File: config.mk
export PLATFORM = sky130hd
export DESIGN_NAME = ellipse_quadrant_span_fill
export DESIGN_NICKNAME = d
export VERILOG_FILES = /design/src/rtl/eqsf_pkg.sv /design/src/rtl/eqsf_seq.sv /design/src/rtl/eqsf_dp.sv /design/src/rtl/ellipse_quadrant_span_fill.sv
export SDC_FILE = /design/constraint.sdc
export NUM_CORES = 1
export LEC_CHECK = 0
export BUFFER_PORTS_ARGS = -buffer_cell sky130_fd_sc_hd__buf_4
export CAP_MARGIN = 20
export CORE_ASPECT_RATIO = 1.25
export CORE_MARGIN = 1.5
export CORE_UTILIZATION = 30
export DETAILED_ROUTE_END_ITERATION = 10
export PLACE_DENSITY = 0.48
export SLEW_MARGIN = 20
export SYNTH_ARGS = -nofsm -noshare
export SYNTH_HDL_FRONTEND = slang
export SYNTH_SLANG_ARGS = --single-unit
File: constraint.sdc
create_clock -name clk -period 11.55 [get_ports clk]
set_input_delay 0 -clock clk [delete_from_list [all_inputs] [get_ports clk]]
set_output_delay 0 -clock clk [all_outputs]
set_load 0.01 [all_outputs]
File: src/rtl/eqsf_pkg.sv
// Package: constants, control types and microcode ROM of the quarter-ellipse span filler.
package eqsf_pkg;

  localparam int SCREEN_WIDTH  = 128;
  localparam int SCREEN_HEIGHT = 64;
  localparam int SPAN_BUDGET   = 64;

  localparam int CW    = 12;                        // span geometry arithmetic
  localparam int SW    = 24;                        // decision value
  localparam int N_W   = $clog2(SPAN_BUDGET + 1);
  localparam int UPC_W = 4;

  localparam logic signed [CW-1:0] SCR_W = CW'(SCREEN_WIDTH);
  localparam logic signed [CW-1:0] SCR_H = CW'(SCREEN_HEIGHT);

  typedef logic [UPC_W-1:0] upc_t;

  typedef enum logic [2:0] {
    OP_IDLE,
    OP_SQUARE,
    OP_INIT,
    OP_LOOP,
    OP_UPD,
    OP_FIN
  } op_t;

  typedef enum logic [2:0] {
    J_NONE,
    J_ALWAYS,
    J_NOSTART,
    J_SMALL,
    J_FAIL
  } jmp_t;

  typedef struct packed {
    op_t  op;
    logic region;
    jmp_t jmp;
    upc_t target;
  } uword_t;

  typedef struct packed {
    op_t  op;
    logic region;
  } ctrl_t;

  typedef struct packed {
    logic tiny;
    logic fail;
  } stat_t;

  localparam upc_t A_IDLE   = upc_t'(0);
  localparam upc_t A_SQUARE = upc_t'(1);
  localparam upc_t A_INIT1  = upc_t'(2);
  localparam upc_t A_LOOP1  = upc_t'(3);
  localparam upc_t A_UPD1   = upc_t'(4);
  localparam upc_t A_INIT2  = upc_t'(5);
  localparam upc_t A_LOOP2  = upc_t'(6);
  localparam upc_t A_UPD2   = upc_t'(7);
  localparam upc_t A_FIN    = upc_t'(8);

  // region 0 steps x, region 1 steps y
  function automatic uword_t ucode(input upc_t a);
    uword_t w;
    unique case (a)
      A_IDLE:   w = '{op: OP_IDLE,   region: 1'b0, jmp: J_NOSTART, target: A_IDLE};
      A_SQUARE: w = '{op: OP_SQUARE, region: 1'b0, jmp: J_SMALL,   target: A_FIN};
      A_INIT1:  w = '{op: OP_INIT,   region: 1'b0, jmp: J_NONE,    target: A_IDLE};
      A_LOOP1:  w = '{op: OP_LOOP,   region: 1'b0, jmp: J_FAIL,    target: A_INIT2};
      A_UPD1:   w = '{op: OP_UPD,    region: 1'b0, jmp: J_ALWAYS,  target: A_LOOP1};
      A_INIT2:  w = '{op: OP_INIT,   region: 1'b1, jmp: J_NONE,    target: A_IDLE};
      A_LOOP2:  w = '{op: OP_LOOP,   region: 1'b1, jmp: J_FAIL,    target: A_FIN};
      A_UPD2:   w = '{op: OP_UPD,    region: 1'b1, jmp: J_ALWAYS,  target: A_LOOP2};
      A_FIN:    w = '{op: OP_FIN,    region: 1'b0, jmp: J_ALWAYS,  target: A_IDLE};
      default:  w = '{op: OP_IDLE,   region: 1'b0, jmp: J_ALWAYS,  target: A_IDLE};
    endcase
    return w;
  endfunction

endpackage

File: src/rtl/eqsf_seq.sv
// Microcode sequencer: step counter, control ROM and jump logic.
module eqsf_seq import eqsf_pkg::*; (
  input  logic  clk,
  input  logic  rst,
  input  logic  start,
  input  stat_t stat,
  output ctrl_t ctrl,
  output logic  busy
);

  upc_t   upc, upc_next;
  uword_t w;
  logic   taken;

  always_ff @(posedge clk) begin
    if (rst) begin
      upc <= A_IDLE;
    end else begin
      upc <= upc_next;
    end
  end

  always_comb begin
    w = ucode(upc);
    unique case (w.jmp)
      J_NONE:    taken = 1'b0;
      J_ALWAYS:  taken = 1'b1;
      J_NOSTART: taken = !start;
      J_SMALL:   taken = stat.tiny;
      J_FAIL:    taken = stat.fail;
      default:   taken = 1'b1;
    endcase
    upc_next = taken ? w.target : upc + 1'b1;
  end

  assign ctrl = '{op: w.op, region: w.region};
  assign busy = (w.op != OP_IDLE);

endmodule

File: src/rtl/eqsf_dp.sv
// Datapath: radii squares, midpoint decision value, span clipping and output word.
module eqsf_dp import eqsf_pkg::*; (
  input  logic               clk,
  input  logic               rst,
  input  logic               start,
  input  ctrl_t              ctrl,
  input  logic [1:0]         corner,
  input  logic signed [9:0]  anchor_x,
  input  logic signed [9:0]  anchor_y,
  input  logic [4:0]         radius_x,
  input  logic [4:0]         radius_y,
  output stat_t              stat,
  output logic               span_strobe,
  output logic signed [10:0] span_row,
  output logic [6:0]         span_start,
  output logic [7:0]         span_length,
  output logic               last_span
);

  logic [1:0]         crn;
  logic signed [9:0]  ax, ay;
  logic [4:0]         rx, ry;
  logic [9:0]         rx2, ry2;
  logic [5:0]         u, v;
  logic signed [SW-1:0] s, ta, tb;
  logic [N_W-1:0]     n;

  logic               pend_valid;
  logic signed [10:0] pend_row;
  logic [6:0]         pend_start;
  logic [7:0]         pend_len;

  // u steps, v moves; P weighs u, Q weighs v
  logic [9:0]         p, q;
  logic [4:0]         r;
  logic [15:0]        prod_u, prod_v;
  logic               fail;
  logic signed [SW-1:0] s_init, s_next, ta_c, tb_c, p_e, q_e;

  logic [5:0]         px, py;
  logic signed [CW-1:0] x_e, y_e, ax_e, ay_e, row_c, xs_c, lo_c, hi_c, vis_c;
  logic               shown;

  assign p = ctrl.region ? rx2 : ry2;
  assign q = ctrl.region ? ry2 : rx2;
  assign r = ctrl.region ? rx : ry;

  assign prod_u = {6'b0, p} * {10'b0, u};
  assign prod_v = {6'b0, q} * {10'b0, v};
  assign fail   = (n == N_W'(SPAN_BUDGET)) || (prod_u > prod_v);

  assign p_e    = $signed({{(SW-10){1'b0}}, p});
  assign q_e    = $signed({{(SW-10){1'b0}}, q});
  assign s_init = (p_e <<< 1)
                + q_e * ($signed(SW'(1)) - $signed({{(SW-6){1'b0}}, r, 1'b0}));
  assign ta_c   = (q_e <<< 2) * ($signed(SW'(1)) - $signed({{(SW-6){1'b0}}, v}));
  assign tb_c   = p_e * ($signed({{(SW-8){1'b0}}, u, 2'b00}) + $signed(SW'(6)));
  assign s_next = s + (s[SW-1] ? '0 : ta) + tb;

  assign stat = '{tiny: (rx < 5'd2) || (ry < 5'd2), fail: fail};

  // span geometry and clip
  assign px    = ctrl.region ? v : u;
  assign py    = ctrl.region ? u : v;
  assign x_e   = $signed({{(CW-6){1'b0}}, px});
  assign y_e   = $signed({{(CW-6){1'b0}}, py});
  assign ax_e  = CW'(ax);
  assign ay_e  = CW'(ay);
  assign row_c = crn[1] ? ay_e + y_e - $signed(CW'(1)) : ay_e - y_e;
  assign xs_c  = crn[0] ? ax_e - x_e : ax_e;
  assign lo_c  = xs_c[CW-1] ? '0 : xs_c;
  assign hi_c  = (xs_c + x_e > SCR_W) ? SCR_W : xs_c + x_e;
  assign shown = !row_c[CW-1] && (row_c < SCR_H) && (hi_c > lo_c);
  assign vis_c = hi_c - lo_c;

  always_ff @(posedge clk) begin
    if (rst) begin
      span_strobe <= 1'b0;
      pend_valid  <= 1'b0;
      n           <= '0;
    end else begin
      span_strobe <= 1'b0;
      unique case (ctrl.op)
        OP_SQUARE: begin
          pend_valid <= 1'b0;
          n          <= '0;
        end
        OP_LOOP: if (!fail) begin
          span_strobe <= pend_valid;
          pend_valid  <= 1'b1;
          n           <= n + 1'b1;
        end
        OP_FIN:  span_strobe <= 1'b1;
        default: ;
      endcase
    end
  end

  always_ff @(posedge clk) begin
    unique case (ctrl.op)
      OP_IDLE: if (start) begin
        crn <= corner;
        ax  <= anchor_x;
        ay  <= anchor_y;
        rx  <= radius_x;
        ry  <= radius_y;
      end
      OP_SQUARE: begin
        rx2 <= {5'b0, rx} * {5'b0, rx};
        ry2 <= {5'b0, ry} * {5'b0, ry};
      end
      OP_INIT: begin
        u <= '0;
        v <= {1'b0, r};
        s <= s_init;
      end
      OP_LOOP: if (!fail) begin
        span_row    <= pend_row;
        span_start  <= pend_start;
        span_length <= pend_len;
        last_span   <= 1'b0;
        pend_row    <= row_c[10:0];
        pend_start  <= shown ? lo_c[6:0] : '0;
        pend_len    <= shown ? vis_c[7:0] : '0;
        ta          <= ta_c;
        tb          <= tb_c;
      end
      OP_UPD: begin
        s <= s_next;
        u <= u + 1'b1;
        if (!s[SW-1]) v <= v - 1'b1;
      end
      OP_FIN: begin
        span_row    <= pend_valid ? pend_row : '0;
        span_start  <= pend_valid ? pend_start : '0;
        span_length <= pend_valid ? pend_len : '0;
        last_span   <= 1'b1;
      end
      default: ;
    endcase
  end

endmodule

File: src/rtl/ellipse_quadrant_span_fill.sv
// Quarter-ellipse span filler: clipped midpoint spans for one corner per command.
// Busy is high from the accepting edge through the square, init, test/update and
// finish steps, with at most 64 loop iterations; the last span word appears in the
// cycle busy drops. Each word is one cycle long; one span comes per test/update step
// pair in a region, with the failing test and second init step between the regions. A
// new command is taken in the cycle the last word shows. Reset: idle, no pending word.
module ellipse_quadrant_span_fill import eqsf_pkg::*; (
  input  logic               clk,
  input  logic               rst,
  input  logic               start,
  output logic               busy,
  input  logic [1:0]         corner,
  input  logic signed [9:0]  anchor_x,
  input  logic signed [9:0]  anchor_y,
  input  logic [4:0]         radius_x,
  input  logic [4:0]         radius_y,
  output logic               span_strobe,
  output logic signed [10:0] span_row,
  output logic [6:0]         span_start,
  output logic [7:0]         span_length,
  output logic               last_span
);

  ctrl_t ctrl;
  stat_t stat;

  eqsf_seq u_seq (
    .clk   (clk),
    .rst   (rst),
    .start (start),
    .stat  (stat),
    .ctrl  (ctrl),
    .busy  (busy)
  );

  eqsf_dp u_dp (
    .clk         (clk),
    .rst         (rst),
    .start       (start),
    .ctrl        (ctrl),
    .corner      (corner),
    .anchor_x    (anchor_x),
    .anchor_y    (anchor_y),
    .radius_x    (radius_x),
    .radius_y    (radius_y),
    .stat        (stat),
    .span_strobe (span_strobe),
    .span_row    (span_row),
    .span_start  (span_start),
    .span_length (span_length),
    .last_span   (last_span)
  );

  a_done_with_last: assert property (@(posedge clk) disable iff (rst)
    $fell(busy) |-> span_strobe && last_span)
    else $error("busy dropped without a last span word");

  a_mid_word_busy: assert property (@(posedge clk) disable iff (rst)
    span_strobe && !last_span |-> busy)
    else $error("non-final span word outside a command");

  a_accept_busy: assert property (@(posedge clk) disable iff (rst)
    start && !busy |=> busy)
    else $error("accepted command did not raise busy");

endmodule

# [Yosys cells after proc, flatten, opt, wreduce, memory -nomap -nowiden]
# Memory sizes are Yosys's and may differ from the RTL's. A register that Yosys moved wholly into a read port is not among the register bits.
# Cells that the tools add are included.
[totals] register_bits=200 romBits=176 inputBits=35 output_inout_bits=29 wordCells=116 memories=1
[memory_table] name="(no name shown)" depth=16 width=11 read_ports=1 rd_ports_with_merged_regs=1 write_ports=0 line="eqsf_pkg.sv:65" text="unique case (a)"
[op_classes] add_sub_neg=16 mul=7 order_cmp=6 eq_ne=11 n_mux=34 n_bitwise=1 reduce_logical=17
[ops] cell="$add 24x24->24" count=2
[ops] cell="$mul 11x24->24" count=2
[ops] cell="$pmux 24 s2" count=1
[ops] cell="$mux 12" count=3
[ops] cell="$mux 11" count=3
[ops] cell="$mul 10x6->16" count=2
[ops] cell="$pmux 7 s2" count=2
[ops] cell="$add 12x24->24" count=1
[ops] cell="$mul 11x24->22" count=1
[ops] cell="$mux 24" count=1
[ops] cell="$pmux 6 s2" count=2
[ops] cell="$pmux 11 s2" count=1
[ops] cell="$sub 10x7->11" count=2
[ops] cell="$mux 7" count=3
[ops] cell="$mul 5x5->10" count=2
[ops] cell="$mux 10" count=2
[ops] cell="$mux 6" count=3
[ops] cell="$gt 16x16->1" count=1
[ops] cell="$mux 8" count=2
[ops] cell="$pmux 8 s2" count=1
[ops] cell="$sub 1x6->7 const A" count=2
[ops] cell="$add 12x7->12" count=1
[ops] cell="$eq 3x2->1 const B" count=4
[ops] cell="$gt 12x12->1" count=1
[ops] cell="other kinds (28)" count=47

# [Logic depth before layout (Yosys ltp)]
[logic_depth] word_depth=8 depth_mapped=35 depth_no_buf=33

# [Modules after synthesis]
# From an unflattened synthesis, not the netlist that was laid out.
[hier_totals] cells_unflattened=2286 area_unflattened_um2=22242.6
[modules_own_cells] module="eqsf_dp" instances=1 cells_per_inst=2210 area_each_um2=21499.4 seq_area_each_um2=5405.2
[modules_own_cells] module="eqsf_seq" instances=1 cells_per_inst=76 area_each_um2=743.2 seq_area_each_um2=300.3

# [Worst setup path before layout]
# OpenSTA, ideal clock, no wires.
[synth_timing] kind="register to register" startpoint="reg u_seq.w[7] (netlist name)" endpoint="reg u_dp.pend_len[0] (enable)" setup_time_ns=0.424 t_arrival_ns=8.166 t_required_ns=11.126 setup_slack_ns=2.960 stages_incl_launch_ff=29 n_path_buf=3 period_less_slack_ns=8.590 cell_sequence="dfxtp_1 -> clkbuf_1 -> buf_1 -> mux2i_1 -> clkinv_1 -> and2_1 -> fa_1 -> inv_1 -> fa_1 -> fa_1 -> inv_1 -> ha_1 -> nor2b_1 -> o21ai_0 -> nand2_1 -> a21o_1 -> a21o_1 -> a21o_1 -> a21o_1 -> or4_1 -> nand3_1 -> ha_1 -> a21o_1 -> a21oi_1 -> o211ai_1 -> a21oi_1 -> nand4b_1 -> clkbuf_1 -> inv_1"
[synth_via] elab_chain_len=6 word_cells_on_any_way=8 cone_classes="2 x mul; 1 x order compare; 2 x mux; 1 x bitwise; 2 x reduce/logical"
[synth_lines] element="$mux 10 (on tied branches)" line="eqsf_dp.sv:44, eqsf_dp.sv:45"
[synth_lines] element="$mul 10x6->16 (on tied branches)" line="eqsf_dp.sv:48, eqsf_dp.sv:49"
[synth_lines] element="$gt 16x16->1 *" line="eqsf_dp.sv:50" text="assign fail = (n == N_W'(SPAN_BUDGET)) || (prod_u > prod_v);"
[synth_lines] element="$logic_or 1x1->1 *" line="eqsf_dp.sv:50"
[synth_lines] element="$not 1->1 (no line) *"
[synth_lines] element="$reduce_and 2->1 (no line) *"
[synth_lines] element="to (signal assigned)" line="eqsf_dp.sv:124" text="pend_len <= shown ? vis_c[7:0] : '0;"
[synth_lines] element="to (decl)" line="eqsf_dp.sv:31" text="logic [7:0] pend_len;"
# Mark *: on every way between the ends. The rest lies on a longest branch, timed or not.
# A chain may end at the register's enable or synchronous reset.

# [Worst setup path after layout]
[layout_timing] startpoint="reg u_seq.w[7] (netlist name)" endpoint="reg u_dp.tb[4] (enable)"
[layout_via] elab_chain_len=6 word_cells_on_any_way=8 cone_classes="2 x mul; 1 x order compare; 2 x mux; 1 x bitwise; 2 x reduce/logical"
[layout_lines] element="$mux 10 (on tied branches)" line="eqsf_dp.sv:44, eqsf_dp.sv:45"
[layout_lines] element="$mul 10x6->16 (on tied branches)" line="eqsf_dp.sv:48, eqsf_dp.sv:49"
[layout_lines] element="$gt 16x16->1 *" line="eqsf_dp.sv:50"
[layout_lines] element="$logic_or 1x1->1 *" line="eqsf_dp.sv:50"
[layout_lines] element="$not 1->1 (no line) *"
[layout_lines] element="$reduce_and 2->1 (no line) *"
[layout_lines] element="to (signal assigned)" line="eqsf_dp.sv:126" text="tb <= tb_c;"
[layout_lines] element="to (decl)" line="eqsf_dp.sv:25" text="logic signed [SW-1:0] s, ta, tb;"
# Marks and branches as above.

==> out/results.ini <==
[run]
cap_viol_max_count = 0

[layout]
fill_cells = 7829
layout-drive-gt1-share = 0.0717
syn_to_final_growth_pct = 12.4
regArea_um2 = 5890
nets = 3052
multi_input_area_um2 = 16000
diodes = 0
final_cells = 3553

[routing]
drt-initial-drc-count = 725
drc = 0
first_pass_iters = 5
vias = 16700
ant_nets = 0
drt-total-wl_um = 59300
avgViaCountPerCell = 4.71
wl_per_cell_um = 16.7

[grt]
groute.layer.met3.usage = 0.0131
track_usage = 0.152
grt.overflow.total = 0
use_met2 = 0.279
grt_max_degree = 45
gr-max-usage-layer = met2
grt_pass1_vias = 17700
use_met1 = 0.189
grt_pass1_wl_um = 95800
grt_antenna_before_repair = 0

[cts]
h-tree-depth = 1
clock_latency_ps = 560
clk_pin_slew_ps = 70
clock_path_buffers = 3
clock_sinks = 204
cts_resized = 0
cts_tree = built
cts_root_buf = clkbuf_16
numCtsBuffers = 25
postCtsSetupRepairBufs = 0

[sta]
holdWs_ps = 101
rsz0062_at_grt = false
final_max_slew_viol_count = 0
slew_headroom = 0.332
max_freq_mhz = 109
tns_ps = 0
hold_violations = 0
worst_slew_pin_slew_ps = 1000
min_period_ps = 9170
period_share = 0.794
clock_skew_ps = 15.7
setup_violations = 0

[synthesis]
synth_edf_count = 180
synth_cell_types = 83
synth_top_area_share = 0.232
synthCells = 2407
ys.flop_type = edfxtp_1
syn_nets = 2969
async_flop_share = 0
synthesis.area_um2 = 23300
synth_commonest_cells = 319 x ha_1, 319 x inv_1, 208 x fa_1
ys_warn_count = 0
synth_area_per_cell_um2 = 9.68
yosysTopAreaCell = edfxtp_1
yosys_register_bits = 204
synthTopCellsByArea = edfxtp_1 23%, fa_1 18%, ha_1 17%
seq_area_frac_synth = 0.253

[placement]
numPortBuffers = 63
place.gp.congestion = 0.850
placedCellCount = 3474
dp_hpwl_um = 47400

[hold_path]
hold_path_class = in2reg
min_from = start
hold-path-endpoint = u_dp.rx[2]$_DFFE_PP_
holdPathStages = 3

[critical_path]
reg2reg_depth = 26
worstReg2RegEnd = u_dp.tb[4]$_DFFE_PP_
r2r-start = u_seq.w[7]$_SDFF_PP0_
cp.arrival_ps = 9380
crit_type = reg2reg
rrSetupSlack_ps = 2380
required_ps = 11760
worstPathMaxFanout = 44
end_kind = flop
startpoint_type = flop

[floorplanning]
die_y_um = 315
core-area_um2 = 77200
rows = 114
io_pins = 64
die_area_um2 = 79400
initial_utilization = 0.302
die_w_um = 252

[status]
status = complete, no violations

[placed cells by master (no fill, tap or decap), types with 9 or more instances in the layout]
master and count:
edfxtp_1 180, o21bai_1 14, ha_1 319, o211ai_1 13, a21oi_1 102, nor3_1 39
nor2_1 194, mux2i_1 41, fa_1 208, nand3_1 31, inv_1 318, a21o_1 47
a211oi_1 15, and2_1 86, dlygate4sd3_1 33, buf_4 84, xnor2_1 81, xor2_1 45
nor3_2 11, and3_1 11, o21a_1 19, nand2b_1 33, nor2b_1 105, clkbuf_16 25
o21ai_0 63, clkinv_1 11, nand2_1 175, dfxtp_1 23, or2_2 14, nand4_1 9
or3_1 19, o31ai_1 10
[layer usage]
metal	share of wire	wire, um	vias up
li1	-	-	8253
met1	0.44	26100	8181
met2	0.51	30100	242
met3	0.026	1540	68
met4	0.026	1550	0
met5	0	0	-
[registers in the layout (all words and copies together) (netlist names), 9 cells and up]
name           cells
u_dp.ax           10
u_dp.ay           10
u_dp.pend_row     11
u_dp.rx2           9
u_dp.ry2           9
u_dp.s            23
u_dp.span_row     11
u_dp.ta           22
u_dp.tb           20
u_seq.w           11
[critical path: stages, from the launching register on]
cell      delay, ps
dfxtp_4         780
mux2i_1         820
clkinv_1        590
and2_1          330
ha_1            270
inv_1            50
fa_1            500
fa_1            550
inv_1            50
ha_1            320
a21oi_1         210
nor2b_1          70
o21a_1          180
o311a_1         300
o21a_1          180
o21ai_0         220
nand2b_1        100
xnor2_1         140
ha_1            300
a21o_1          160
a21o_1          170
a21oi_1         140
o211ai_1        150
a21oi_1         190
nand4b_1        510
inv_2           920
buf_4           510
[kinds of logic (layout without fill, tap and decap cells)]
logic type               count (synthesis)  in the layout  synth area share
flip-flops                             204            204             0.253
adder cells (fa/ha/maj)                527            527             0.350
XOR/XNOR                               126            126            0.0474
AND/OR/NAND/NOR                        764            764             0.167
buffers and inverters                  389            491            0.0640
multiplexers                            47             47            0.0205
AO/OA/AOI/OAI                          350            350            0.0987
[stage by stage]
step / area, um2 / utilization / setup WS (ps)
final: 26200 / 0.339 / 2380
after global routing: 26200 / 0.339 / 1620
after CTS: 26200 / 0.339 / 1970
after detailed placement: 25000 / 0.324 / 2040
after global placement: 25000 / 0.324 / 2280
after floorplan: 23300 / - / 2960
[final cells by class]
type | count | area share
clock inverters | 18 | 0.00736
inverters | 328 | 0.0470
well taps | 1044 | 0.0499
clock buffers | 28 | 0.0243
multi-input cells | 1814 | 0.610
flip-flops and latches | 204 | 0.225
repair buffers | 117 | 0.0367
[worst max-delay path by stage]
stage	end	from	slack [ps]
CTS	u_dp.tb[4]$_DFFE_PP_	u_seq.w[7]$_SDFF_PP0_	1970
global placement	u_dp.tb[11]$_DFFE_PP_	u_seq.w[7]$_SDFF_PP0_	2280
global route	u_dp.tb[4]$_DFFE_PP_	u_seq.w[7]$_SDFF_PP0_	1620
detailed placement	u_dp.tb[4]$_DFFE_PP_	u_seq.w[7]$_SDFF_PP0_	2040
floorplan	u_dp.pend_len[0]$_SDFFCE_PN0P_	u_seq.w[7]$_SDFF_PP0_	2960
finish	u_dp.tb[4]$_DFFE_PP_	u_seq.w[7]$_SDFF_PP0_	2380
[timing repair]
item / in CTS / in global routing
endpoints found under the setup margin: 0 / 0
hold endpoints to repair: 50 / 0
hold buffers: 33 / 0
Power is not shown: default switching activity piles up to over one toggle a cycle in this logic, so the estimate is an artifact.
